[src/mpq_pkg.sv]
// Package for the multilevel priority ready queue.
// It holds the sizes, item structs, operation and outcome codes, and the
// command and status types between the controller and the datapath.
`default_nettype none

package mpq_pkg;

  // Sizes of the queue.
  localparam int NUM_LEVELS = 64;
  localparam int NUM_SLOTS  = 64;

  localparam int LVL_W  = $clog2(NUM_LEVELS);
  localparam int SLOT_W = $clog2(NUM_SLOTS);

  // Widths of the item fields on the ports.
  localparam int OP_W    = 2;
  localparam int FIELD_W = 6;
  localparam int OUTC_W  = 2;

  // The pop search looks at the occupancy bitmap in groups of levels.
  localparam int LVL_GRP    = 8;
  localparam int LVL_GRP_W  = $clog2(LVL_GRP);
  localparam int NUM_GRP    = (NUM_LEVELS + LVL_GRP - 1) / LVL_GRP;
  localparam int GRP_W      = (NUM_GRP > 1) ? $clog2(NUM_GRP) : 1;
  localparam int PAD_LEVELS = NUM_GRP * LVL_GRP;

  typedef enum logic [OP_W-1:0] {
    OP_ADD     = 2'd0,
    OP_REMOVE  = 2'd1,
    OP_POP     = 2'd2,
    OP_REQUEUE = 2'd3
  } op_t;

  typedef enum logic [OUTC_W-1:0] {
    OUT_OK         = 2'd0,
    OUT_NONE       = 2'd1,
    OUT_QUEUED     = 2'd2,
    OUT_NOT_QUEUED = 2'd3
  } outcome_t;

  typedef struct packed {
    logic [OP_W-1:0]    operation;
    logic [FIELD_W-1:0] task_slot;
    logic [FIELD_W-1:0] level;
  } req_t;

  typedef struct packed {
    logic [FIELD_W-1:0] chosen_slot;
    logic [OUTC_W-1:0]  outcome;
  } res_t;

  // Datapath steps issued by the controller.
  typedef enum logic [3:0] {
    STEP_NONE,
    STEP_LATCH,
    STEP_GRP,
    STEP_LVL,
    STEP_UL_RD,
    STEP_UL_LNK,
    STEP_UL_WR,
    STEP_AP_RD,
    STEP_AP_WR,
    STEP_RECORD
  } step_t;

  typedef struct packed {
    step_t    step;
    logic     finish;
    outcome_t outcome;
  } cmd_t;

  typedef struct packed {
    op_t  op;
    logic slot_ok;
    logic queued;
    logic any_ready;
  } sts_t;

endpackage

`default_nettype wire

[src/mpq_ctrl.sv]
// Controller of the multilevel priority ready queue.
// It sequences the datapath steps of each operation; uses mpq_pkg.
`default_nettype none

module mpq_ctrl (
  input  wire logic          clk,
  input  wire logic          rst,
  input  wire logic          start,
  input  wire mpq_pkg::sts_t sts,
  output logic               busy,
  output mpq_pkg::cmd_t      cmd
);

  typedef enum logic [2:0] {
    ST_IDLE,
    ST_DISPATCH,
    ST_SRCH_LVL,
    ST_POP_SLOT,
    ST_UNLINK_LNK,
    ST_UNLINK_WR,
    ST_APPEND_RD,
    ST_APPEND_WR
  } state_t;

  state_t state;
  state_t state_next;

  always_comb begin
    state_next  = state;
    cmd.step    = mpq_pkg::STEP_NONE;
    cmd.finish  = 1'b0;
    cmd.outcome = mpq_pkg::OUT_OK;
    unique case (state)
      ST_IDLE: begin
        if (start) begin
          cmd.step   = mpq_pkg::STEP_LATCH;
          state_next = ST_DISPATCH;
        end
      end
      ST_DISPATCH: begin
        if (sts.op == mpq_pkg::OP_POP) begin
          cmd.step   = mpq_pkg::STEP_GRP;
          state_next = ST_SRCH_LVL;
        end else if (!sts.slot_ok) begin
          cmd.finish  = 1'b1;
          cmd.outcome = mpq_pkg::OUT_NOT_QUEUED;
          state_next  = ST_IDLE;
        end else begin
          case (sts.op)
            mpq_pkg::OP_ADD: begin
              if (sts.queued) begin
                cmd.finish  = 1'b1;
                cmd.outcome = mpq_pkg::OUT_QUEUED;
                state_next  = ST_IDLE;
              end else begin
                cmd.step   = mpq_pkg::STEP_AP_RD;
                state_next = ST_APPEND_WR;
              end
            end
            mpq_pkg::OP_REMOVE: begin
              if (sts.queued) begin
                cmd.step   = mpq_pkg::STEP_UL_RD;
                state_next = ST_UNLINK_LNK;
              end else begin
                cmd.finish  = 1'b1;
                cmd.outcome = mpq_pkg::OUT_NOT_QUEUED;
                state_next  = ST_IDLE;
              end
            end
            default: begin
              // Requeue: an unqueued slot only has its level recorded.
              if (sts.queued) begin
                cmd.step   = mpq_pkg::STEP_UL_RD;
                state_next = ST_UNLINK_LNK;
              end else begin
                cmd.step   = mpq_pkg::STEP_RECORD;
                cmd.finish = 1'b1;
                state_next = ST_IDLE;
              end
            end
          endcase
        end
      end
      ST_SRCH_LVL: begin
        if (sts.any_ready) begin
          cmd.step   = mpq_pkg::STEP_LVL;
          state_next = ST_POP_SLOT;
        end else begin
          cmd.finish  = 1'b1;
          cmd.outcome = mpq_pkg::OUT_NONE;
          state_next  = ST_IDLE;
        end
      end
      ST_POP_SLOT: begin
        cmd.step   = mpq_pkg::STEP_UL_RD;
        state_next = ST_UNLINK_LNK;
      end
      ST_UNLINK_LNK: begin
        cmd.step   = mpq_pkg::STEP_UL_LNK;
        state_next = ST_UNLINK_WR;
      end
      ST_UNLINK_WR: begin
        cmd.step = mpq_pkg::STEP_UL_WR;
        if (sts.op == mpq_pkg::OP_REQUEUE) begin
          state_next = ST_APPEND_RD;
        end else begin
          cmd.finish = 1'b1;
          state_next = ST_IDLE;
        end
      end
      ST_APPEND_RD: begin
        cmd.step   = mpq_pkg::STEP_AP_RD;
        state_next = ST_APPEND_WR;
      end
      ST_APPEND_WR: begin
        cmd.step   = mpq_pkg::STEP_AP_WR;
        cmd.finish = 1'b1;
        state_next = ST_IDLE;
      end
      default: begin
        state_next = ST_IDLE;
      end
    endcase
  end

  always_ff @(posedge clk) begin
    if (rst) begin
      state <= ST_IDLE;
    end else begin
      state <= state_next;
    end
  end

  assign busy = (state != ST_IDLE);

endmodule

`default_nettype wire

[src/mpq_dp.sv]
// Datapath of the multilevel priority ready queue: link memories,
// occupancy and queued bits, pop search and result register; uses mpq_pkg.
`default_nettype none

module mpq_dp (
  input  wire logic          clk,
  input  wire logic          rst,
  input  wire mpq_pkg::req_t request,
  input  wire mpq_pkg::cmd_t cmd,
  output mpq_pkg::sts_t      sts,
  output logic               done,
  output mpq_pkg::res_t      result
);

  localparam int LVL_W  = mpq_pkg::LVL_W;
  localparam int SLOT_W = mpq_pkg::SLOT_W;
  localparam int GRP_W  = mpq_pkg::GRP_W;
  localparam int GRPB_W = mpq_pkg::LVL_GRP_W;

  // Memories: per-level head and tail, per-slot links and level.
  logic [SLOT_W-1:0] head_mem [mpq_pkg::NUM_LEVELS];
  logic [SLOT_W-1:0] tail_mem [mpq_pkg::NUM_LEVELS];
  logic [SLOT_W-1:0] next_mem [mpq_pkg::NUM_SLOTS];
  logic [SLOT_W-1:0] prev_mem [mpq_pkg::NUM_SLOTS];
  logic [LVL_W-1:0]  slvl_mem [mpq_pkg::NUM_SLOTS];

  logic [SLOT_W-1:0] head_rd, tail_rd, next_rd, prev_rd;
  logic [LVL_W-1:0]  slvl_rd;

  logic              head_re, tail_re, link_re;
  logic [LVL_W-1:0]  head_raddr, tail_raddr;
  logic [SLOT_W-1:0] link_raddr;

  logic              head_we, tail_we, next_we, prev_we, slvl_we;
  logic [LVL_W-1:0]  head_waddr, tail_waddr;
  logic [SLOT_W-1:0] next_waddr, prev_waddr, slvl_waddr;
  logic [SLOT_W-1:0] head_wdata, tail_wdata, next_wdata, prev_wdata;

  // Item registers.
  mpq_pkg::op_t      op_q;
  logic [SLOT_W-1:0] s_q;
  logic [LVL_W-1:0]  lv_q;
  logic              slot_ok_q;
  logic [GRP_W-1:0]  grp_q;
  logic              any_q;

  // Valid-style bits cleared at reset.
  logic [mpq_pkg::NUM_LEVELS-1:0] occ_q;
  logic [mpq_pkg::NUM_SLOTS-1:0]  queued_q;

  logic              res_valid;
  mpq_pkg::res_t     res_q;

  // Decode of the incoming item.
  logic [LVL_W-1:0]  lv_sat;
  logic              slot_ok_in;

  // Pop search.
  logic [mpq_pkg::PAD_LEVELS-1:0] occ_pad;
  logic [GRP_W-1:0]               grp_hi;
  logic                           grp_any;
  logic [mpq_pkg::LVL_GRP-1:0]    grp_bits;
  logic [GRPB_W-1:0]              bit_hi;
  logic [LVL_W-1:0]               pop_lvl;

  // Unlink decode.
  logic              is_head, is_tail, is_only;
  logic [SLOT_W-1:0] s_sel;

  always_comb begin
    if (32'(request.level) >= 32'(mpq_pkg::NUM_LEVELS)) begin
      lv_sat = LVL_W'(mpq_pkg::NUM_LEVELS - 1);
    end else begin
      lv_sat = LVL_W'(request.level);
    end
    slot_ok_in = 32'(request.task_slot) < 32'(mpq_pkg::NUM_SLOTS);
  end

  always_comb begin
    occ_pad = '0;
    occ_pad[mpq_pkg::NUM_LEVELS-1:0] = occ_q;
    grp_hi  = '0;
    grp_any = 1'b0;
    for (int g = 0; g < mpq_pkg::NUM_GRP; g++) begin
      if (|occ_pad[g*mpq_pkg::LVL_GRP +: mpq_pkg::LVL_GRP]) begin
        grp_hi  = GRP_W'(g);
        grp_any = 1'b1;
      end
    end
    grp_bits = occ_pad[grp_q*mpq_pkg::LVL_GRP +: mpq_pkg::LVL_GRP];
    bit_hi   = '0;
    for (int b = 0; b < mpq_pkg::LVL_GRP; b++) begin
      if (grp_bits[b]) begin
        bit_hi = GRPB_W'(b);
      end
    end
    pop_lvl = LVL_W'({grp_q, bit_hi});
  end

  assign is_head = (head_rd == s_q);
  assign is_tail = (tail_rd == s_q);
  assign is_only = is_head && is_tail;
  assign s_sel   = (op_q == mpq_pkg::OP_POP) ? head_rd : s_q;

  // Memory port control per step.
  always_comb begin
    head_re    = 1'b0;
    tail_re    = 1'b0;
    link_re    = 1'b0;
    head_raddr = '0;
    tail_raddr = '0;
    link_raddr = '0;
    head_we    = 1'b0;
    tail_we    = 1'b0;
    next_we    = 1'b0;
    prev_we    = 1'b0;
    slvl_we    = 1'b0;
    head_waddr = '0;
    tail_waddr = '0;
    next_waddr = '0;
    prev_waddr = '0;
    slvl_waddr = '0;
    head_wdata = '0;
    tail_wdata = '0;
    next_wdata = '0;
    prev_wdata = '0;
    unique case (cmd.step)
      mpq_pkg::STEP_LVL: begin
        head_re    = 1'b1;
        head_raddr = pop_lvl;
      end
      mpq_pkg::STEP_UL_RD: begin
        link_re    = 1'b1;
        link_raddr = s_sel;
      end
      mpq_pkg::STEP_UL_LNK: begin
        head_re    = 1'b1;
        tail_re    = 1'b1;
        head_raddr = slvl_rd;
        tail_raddr = slvl_rd;
      end
      mpq_pkg::STEP_UL_WR: begin
        if (!is_only) begin
          if (is_head) begin
            head_we    = 1'b1;
            head_waddr = slvl_rd;
            head_wdata = next_rd;
          end else begin
            next_we    = 1'b1;
            next_waddr = prev_rd;
            next_wdata = next_rd;
          end
          if (is_tail) begin
            tail_we    = 1'b1;
            tail_waddr = slvl_rd;
            tail_wdata = prev_rd;
          end else begin
            prev_we    = 1'b1;
            prev_waddr = next_rd;
            prev_wdata = prev_rd;
          end
        end
      end
      mpq_pkg::STEP_AP_RD: begin
        tail_re    = 1'b1;
        tail_raddr = lv_q;
      end
      mpq_pkg::STEP_AP_WR: begin
        if (occ_q[lv_q]) begin
          next_we    = 1'b1;
          next_waddr = tail_rd;
          next_wdata = s_q;
          prev_we    = 1'b1;
          prev_waddr = s_q;
          prev_wdata = tail_rd;
        end else begin
          head_we    = 1'b1;
          head_waddr = lv_q;
          head_wdata = s_q;
        end
        tail_we    = 1'b1;
        tail_waddr = lv_q;
        tail_wdata = s_q;
        slvl_we    = 1'b1;
        slvl_waddr = s_q;
      end
      mpq_pkg::STEP_RECORD: begin
        slvl_we    = 1'b1;
        slvl_waddr = s_q;
      end
      default: begin
      end
    endcase
  end

  // Memories, each with one write and one registered read per cycle.
  always_ff @(posedge clk) begin
    if (head_we) begin
      head_mem[head_waddr] <= head_wdata;
    end
    if (head_re) begin
      head_rd <= head_mem[head_raddr];
    end
    if (tail_we) begin
      tail_mem[tail_waddr] <= tail_wdata;
    end
    if (tail_re) begin
      tail_rd <= tail_mem[tail_raddr];
    end
    if (next_we) begin
      next_mem[next_waddr] <= next_wdata;
    end
    if (prev_we) begin
      prev_mem[prev_waddr] <= prev_wdata;
    end
    if (slvl_we) begin
      slvl_mem[slvl_waddr] <= lv_q;
    end
    if (link_re) begin
      next_rd <= next_mem[link_raddr];
      prev_rd <= prev_mem[link_raddr];
      slvl_rd <= slvl_mem[link_raddr];
    end
  end

  // Item and search registers.
  always_ff @(posedge clk) begin
    if (cmd.step == mpq_pkg::STEP_LATCH) begin
      op_q      <= mpq_pkg::op_t'(request.operation);
      s_q       <= SLOT_W'(request.task_slot);
      lv_q      <= lv_sat;
      slot_ok_q <= slot_ok_in;
    end
    if (cmd.step == mpq_pkg::STEP_GRP) begin
      grp_q <= grp_hi;
    end
    if (cmd.step == mpq_pkg::STEP_LVL) begin
      lv_q <= pop_lvl;
    end
    if (cmd.step == mpq_pkg::STEP_UL_RD) begin
      s_q <= s_sel;
    end
    if (cmd.finish) begin
      res_q.outcome <= cmd.outcome;
      if (op_q == mpq_pkg::OP_POP && cmd.outcome == mpq_pkg::OUT_OK) begin
        res_q.chosen_slot <= mpq_pkg::FIELD_W'(s_q);
      end else begin
        res_q.chosen_slot <= '0;
      end
    end
  end

  // Control state.
  always_ff @(posedge clk) begin
    if (rst) begin
      occ_q     <= '0;
      queued_q  <= '0;
      any_q     <= 1'b0;
      res_valid <= 1'b0;
    end else begin
      res_valid <= cmd.finish;
      if (cmd.step == mpq_pkg::STEP_GRP) begin
        any_q <= grp_any;
      end
      if (cmd.step == mpq_pkg::STEP_UL_WR) begin
        queued_q[s_q] <= 1'b0;
        if (is_only) begin
          occ_q[slvl_rd] <= 1'b0;
        end
      end
      if (cmd.step == mpq_pkg::STEP_AP_WR) begin
        queued_q[s_q] <= 1'b1;
        occ_q[lv_q]   <= 1'b1;
      end
    end
  end

  assign sts.op        = op_q;
  assign sts.slot_ok   = slot_ok_q;
  assign sts.queued    = queued_q[s_q];
  assign sts.any_ready = any_q;

  assign done   = res_valid;
  assign result = res_q;

  // An empty pop is reported only when every level is empty.
  a_none_means_empty: assert property (@(posedge clk) disable iff (rst)
    (res_valid && res_q.outcome == mpq_pkg::OUT_NONE) |-> (occ_q == '0))
    else $error("pop reported nothing ready while a level is occupied");

  // A duplicate add is reported only for a slot that is queued.
  a_dup_is_queued: assert property (@(posedge clk) disable iff (rst)
    (res_valid && res_q.outcome == mpq_pkg::OUT_QUEUED) |-> queued_q[s_q])
    else $error("already-queued outcome for a slot that is not queued");

  // The unlink write step leaves its slot unqueued.
  a_unlink_clears: assert property (@(posedge clk) disable iff (rst)
    (cmd.step == mpq_pkg::STEP_UL_WR) |=> !queued_q[s_q])
    else $error("slot still queued after unlink");

endmodule

`default_nettype wire

[src/multilevel_priority_ready_queue_top.sv]
// Top level of the multilevel priority ready queue.
// It joins the controller mpq_ctrl and the datapath mpq_dp; uses mpq_pkg.
`default_nettype none

// The block is the ready queue of a priority scheduler: one FIFO of task
// slots per priority level, with add, remove, pop-highest and requeue.
//
// An item is taken at a rising edge where start is high and busy is low.
// Busy then stays high while the item is worked on, and done is high for
// exactly one cycle, the first cycle with busy low, with the result on the
// result port. The receiver cannot hold results off. A new item may be
// started in the same cycle that done is high.
//
// The busy time of an item is set by the link, head and tail memories,
// each with one write port and one read port: every read is registered,
// so each link update needs a read step before its write step, and unlink
// needs two read steps (slot level first, then that level's head and tail).
// Pop adds a search over the level bitmap, done in groups of eight levels:
// first the highest occupied group, then the highest occupied level in it.
// The block takes no new item while it is busy with the last one.
//
// Synchronous reset clears the controller, the level occupancy bits and
// the queued bits; the link memories need no clearing pass.
module multilevel_priority_ready_queue_top (
  input  wire logic          clk,
  input  wire logic          rst,
  input  wire logic          start,
  input  wire mpq_pkg::req_t request,
  output logic               busy,
  output logic               done,
  output mpq_pkg::res_t      result
);

  // Steps from the controller to the datapath, and status back.
  mpq_pkg::cmd_t cmd;
  mpq_pkg::sts_t sts;

  mpq_ctrl u_ctrl (
    .clk   (clk),
    .rst   (rst),
    .start (start),
    .sts   (sts),
    .busy  (busy),
    .cmd   (cmd)
  );

  mpq_dp u_dp (
    .clk     (clk),
    .rst     (rst),
    .request (request),
    .cmd     (cmd),
    .sts     (sts),
    .done    (done),
    .result  (result)
  );

  // Every accepted item makes the block busy in the cycle after it is taken.
  a_accept_busy: assert property (@(posedge clk) disable iff (rst)
    (start && !busy) |=> busy)
    else $error("item accepted but block not busy");

  // A result is only delivered once the block has gone idle.
  a_done_idle: assert property (@(posedge clk) disable iff (rst)
    done |-> !busy)
    else $error("result strobe while busy");

endmodule

`default_nettype wire

[config.mk]
export PLATFORM = sky130hd
export DESIGN_NAME = multilevel_priority_ready_queue_top
export DESIGN_NICKNAME = d
export VERILOG_FILES = /design/src/mpq_pkg.sv /design/src/mpq_ctrl.sv /design/src/mpq_dp.sv /design/src/multilevel_priority_ready_queue_top.sv
export SDC_FILE = /design/constraint.sdc
export NUM_CORES = 2
export LEC_CHECK = 0
export BUFFER_PORTS_ARGS = -buffer_cell sky130_fd_sc_hd__clkbuf_2
export CAP_MARGIN = 20
export CORE_MARGIN = 2
export CORE_UTILIZATION = 23
export CTS_CLUSTER_DIAMETER = 100
export DETAILED_ROUTE_END_ITERATION = 16
export PLACE_DENSITY = 0.37
export SYNTH_ARGS = -nofsm -noshare
export SYNTH_HDL_FRONTEND = slang
export SYNTH_HIERARCHICAL = 1
export SYNTH_SLANG_ARGS = --single-unit
[constraint.sdc]
create_clock -name clk -period 8.9 [get_ports clk]
set_input_delay 0 -clock clk [delete_from_list [all_inputs] [get_ports clk]]
set_output_delay 0 -clock clk [all_outputs]
set_load 0.005 [all_outputs]
==> flow_metrics.py <==
metrics = {
    "detailed_routing": {
        "drc_errors": 0,
        "drt-initial-drc-count": 4679,
        "avgViaCountPerCell": 4.77,
        "wirelength_um": 284000,
        "postRouteAntennaNets": 0,
        "vias": 55997,
        "routedWlPerCell_um": 24.2,
        "dr.pass1.iters": 6,
    },
    "worst_setup_path": {
        "reg2reg_slack_ns": 0.81,
        "worst-path-buf-inv": 2,
        "start_kind": "flip-flop",
        "slowest_stage": "or3_1",
        "crit_fanout": 197,
        "r2r-end": "u_dp/slvl_rd[4]",
        "cpPeakStageDelay_ns": 0.75,
        "path_class": "reg2reg",
        "path_delay_family": "simple AND/OR/NAND/NOR gates",
        "worstRegToRegCells": 22,
        "crit_cells": 22,
        "cp.required_ns": 9.65,
        "arrival_ns": 8.84,
        "r2r_start": "u_dp/s_q[2]",
        "endpoint_kind": "flip-flop",
        "crit_path_cell_trace": "nor2b_1 -> and2_0 -> a22o_1 -> a221oi_1 -> nand3_1 -> nand2_1 -> nand3_1 -> or4_1 -> nand2b_1 -> nor2_1 -> a22oi_1 -> nor2b_1 -> nand2b_1 -> or3_1 -> clkinv_1 -> nand2_4 -> buf_12 -> a211oi_1 -> a31oi_1 -> mux4_2 -> mux2i_1 -> mux2i_1",
    },
    "power_and_ir_drop": {
        "power_mw": 21.8,
        "p_per_area_nw_per_um2": 213,
        "ir_drop_v": 0.000168,
        "p_leak_nw": 32.3,
    },
    "yosys": {
        "synth.yosys.seq_area_share_pct": 70.1,
        "ys_async_sr_fraction_pct": 0,
        "synth.distinct_cells": 85,
        "synth_edf_count": 1975,
        "yosys_warnings": 6,
        "syn_area_per_cell_sq_um": 13.5,
        "syn-num-nets": 6562,
        "yosys-top-cells-area": "edfxtp_1, nand2_1, dfxtp_1, a211oi_1, mux4_2",
        "synth_area_leader_cell": "edfxtp_1",
        "yosysTopAreaCellShare_pct": 67.1,
        "yosys_register_bits": 2108,
        "synth_area_sq_um": 88400,
        "syn_inst": 6545,
        "synth_ff_type": "edfxtp_1",
    },
    "global_routing": {
        "grt-ovfl-total": 0,
        "grt_usage_pct": 14.2,
        "grt_max_degree": 198,
        "antenna_found_initial": 5,
        "grt_pass1_wl_um": 412000,
        "grt_pass1_vias": 55882,
    },
    "cts": {
        "clk-insertion-delay-late_ns": 0.93,
        "cts_tree": "yes",
        "numCtsBuffers": 239,
        "clk_transition_reported_paths_ns": 0.06,
        "root_buffer": "clkbuf_16",
        "cts_resized": 0,
        "htree_levels": 4,
        "clk_path_buf_depth": 4,
        "clock-sinks": 2108,
        "cts_setup_buffers": 0,
    },
    "floorplan": {
        "die_y_um": 624,
        "core_sq_um": 383000,
        "die_w_um": 624,
        "rows": 227,
        "initial_core_util_pct": 23.1,
        "ios": 27,
        "die_area_sq_um": 390000,
    },
    "final_layout": {
        "drive_gt1_share_pct": 10.6,
        "final_cell_area_sq_um": 103000,
        "fin_nets": 6507,
        "synthToLayoutAreaGrowth_pct": 16.0,
    },
    "hold_path": {
        "hold_path.class": "in2reg",
        "worstHoldStart": "request[5]",
        "hold_end": "u_dp/lv_q[5]",
        "whs_path_depth": 4,
    },
    "placement": {
        "placed_area_sq_um": 94700,
        "dp_hpwl_um": 175000,
        "io_buffers": 26,
        "place_congestion": 0.802,
        "post-place-ws_ns": 0.743,
    },
    "sta": {
        "drv_slew": 0,
        "max_freq_mhz": 124,
        "period_needed_ns": 8.09,
        "rsz0062_at_grt": "false",
        "finalWorstSetupSlack_ns": 0.808,
        "finalSetupViolations": 0,
        "slew_headroom_pct": 20.2,
        "finalHoldViolCount": 0,
        "timing.final.crit_share_pct": 90.9,
        "clock_skew_ns": 0.0811,
        "fin_tns_setup_ns": 0,
        "worst_pin_slew_ns": 1.19,
    },
    "run_status": {
        "status": "finished clean",
    },
    "job": {
        "maxCapViolCount": 0,
    },
}
## sequential cells by signal, indices dropped and copies added (netlist names)
name / flops
u_ctrl/state: 3
u_dp/any_q: 1
u_dp/done: 1
u_dp/grp_q: 3
u_dp/head_mem: 384
u_dp/head_rd: 6
u_dp/lv_q: 6
u_dp/next_mem: 384
u_dp/next_rd: 6
u_dp/occ_pad: 64
u_dp/op_q: 2
u_dp/prev_mem: 384
u_dp/prev_rd: 6
u_dp/queued_q: 64
u_dp/result: 8
u_dp/s_q: 6
u_dp/slvl_mem: 384
u_dp/slvl_rd: 6
u_dp/tail_mem: 384
u_dp/tail_rd: 6
## final cells by class
type	instances	area, sq um
antenna	3	7.51
fill	38919	280000
clock inverter	145	1420
tap	5038	6300
inverter	17	63.8
sequential	2108	62000
timing repair buffer	214	1920
multi-input combinational	3910	24700
clock buffer	297	6280
## cells by family after synthesis
group / count (synthesis) / synth area share, %
buffers and inverters: 527 / 2.36
other: 1 / 0.00424
muxes: 302 / 4.81
DFF: 2108 / 70.1
xor gates and xnor gates: 14 / 0.139
and+or+nand+nor: 1915 / 9.68
AOI/OAI and AO/OA: 1678 / 12.9
## metal layers
metal	global-route usage, %	share of wire (%)	vias to the layer above
met5	0	0	-
met2	22.8	46	1312
met3	1.75	4.1	383
met4	4.64	3.2	0
li1	-	-	25391
met1	19.7	46	28911
## Yosys cell counts, drive strengths merged, types with 10 or more instances
master,n
a22o,55
buf,78
nor3,31
inv,15
clkbuf,432
a311oi,53
nand3,97
o22ai,159
and3,22
a32oi,22
o211ai,13
nand3b,13
dfxtp,133
nor2,415
a22oi,65
a211oi,306
mux4,97
o2111ai,28
mux2i,188
a221oi,10
o21ai,310
nand2b,27
nor4,21
and2,265
nand2,930
mux2,17
nand4,12
or2,14
o21a,16
a21oi,188
nor2b,23
edfxtp,1975
o32ai,18
a31oi,204
o221ai,155
## report_power, final
group,switching (mW),total [mW],internal [mW]
Combinational,0.868,1.17,0.304
Clock,4.08,9.81,5.73
Sequential,0.0540,10.9,10.8
Total,5.00,21.8,16.8
## worst max path at each step
stage | from | to | slack (ns)
2_1_floorplan | u_dp/s_q[1] | u_dp/next_mem[0][0] | 1.81
3_3_place_gp | u_dp/s_q[2] | u_dp/next_rd[0] | 0.87
3_5_place_dp | u_dp/s_q[2] | u_dp/next_rd[0] | 0.74
4_1_cts | u_dp/s_q[2] | u_dp/next_rd[0] | 0.68
5_1_grt | u_dp/s_q[2] | u_dp/slvl_rd[4] | 0.22
6_report | u_dp/s_q[2] | u_dp/slvl_rd[4] | 0.81
## repair_timing
action / in CTS / in global routing
hold endpoints to repair: 58 / 0
endpoints found under the setup margin: 0 / 0
hold buffers: 19 / 0
## tightest hold or removal path, stage by stage
cell and delay, ns:
dlygate4sd3_1 0.52, clkbuf_2 0.19, nand2_1 0.07, nand2_1 0.07
## per-stage QoR
step	util, %	std cells	hold WS (ns)
finish	26.8	11732	0.0663
global route	26.8	11731	0.0415
CTS	26.8	11726	0.000720
detailed placement	24.7	11265	0.377
global placement	24.7	11262	0.391
floorplan	-	6545	0.0694
## cell usage in the layout (no fill, tap or decap), types with 37 or more instances in the layout
cell and n:
mux2i_1 188, and2_1 209, clkinv_2 37, a31oi_1 203
nand2_1 924, o22ai_1 159, clkbuf_1 54, edfxtp_1 1975
nand3_1 97, dfxtp_1 133, o21ai_0 302, clkbuf_16 243
a311oi_1 53, a211oi_1 303, o221ai_1 155, buf_4 143
a21oi_1 184, clkinv_1 66, a22o_1 37, and2_0 55
nor2_1 405, mux4_2 97, a22oi_1 63
Note: power is estimated with default switching activity, not from simulation.
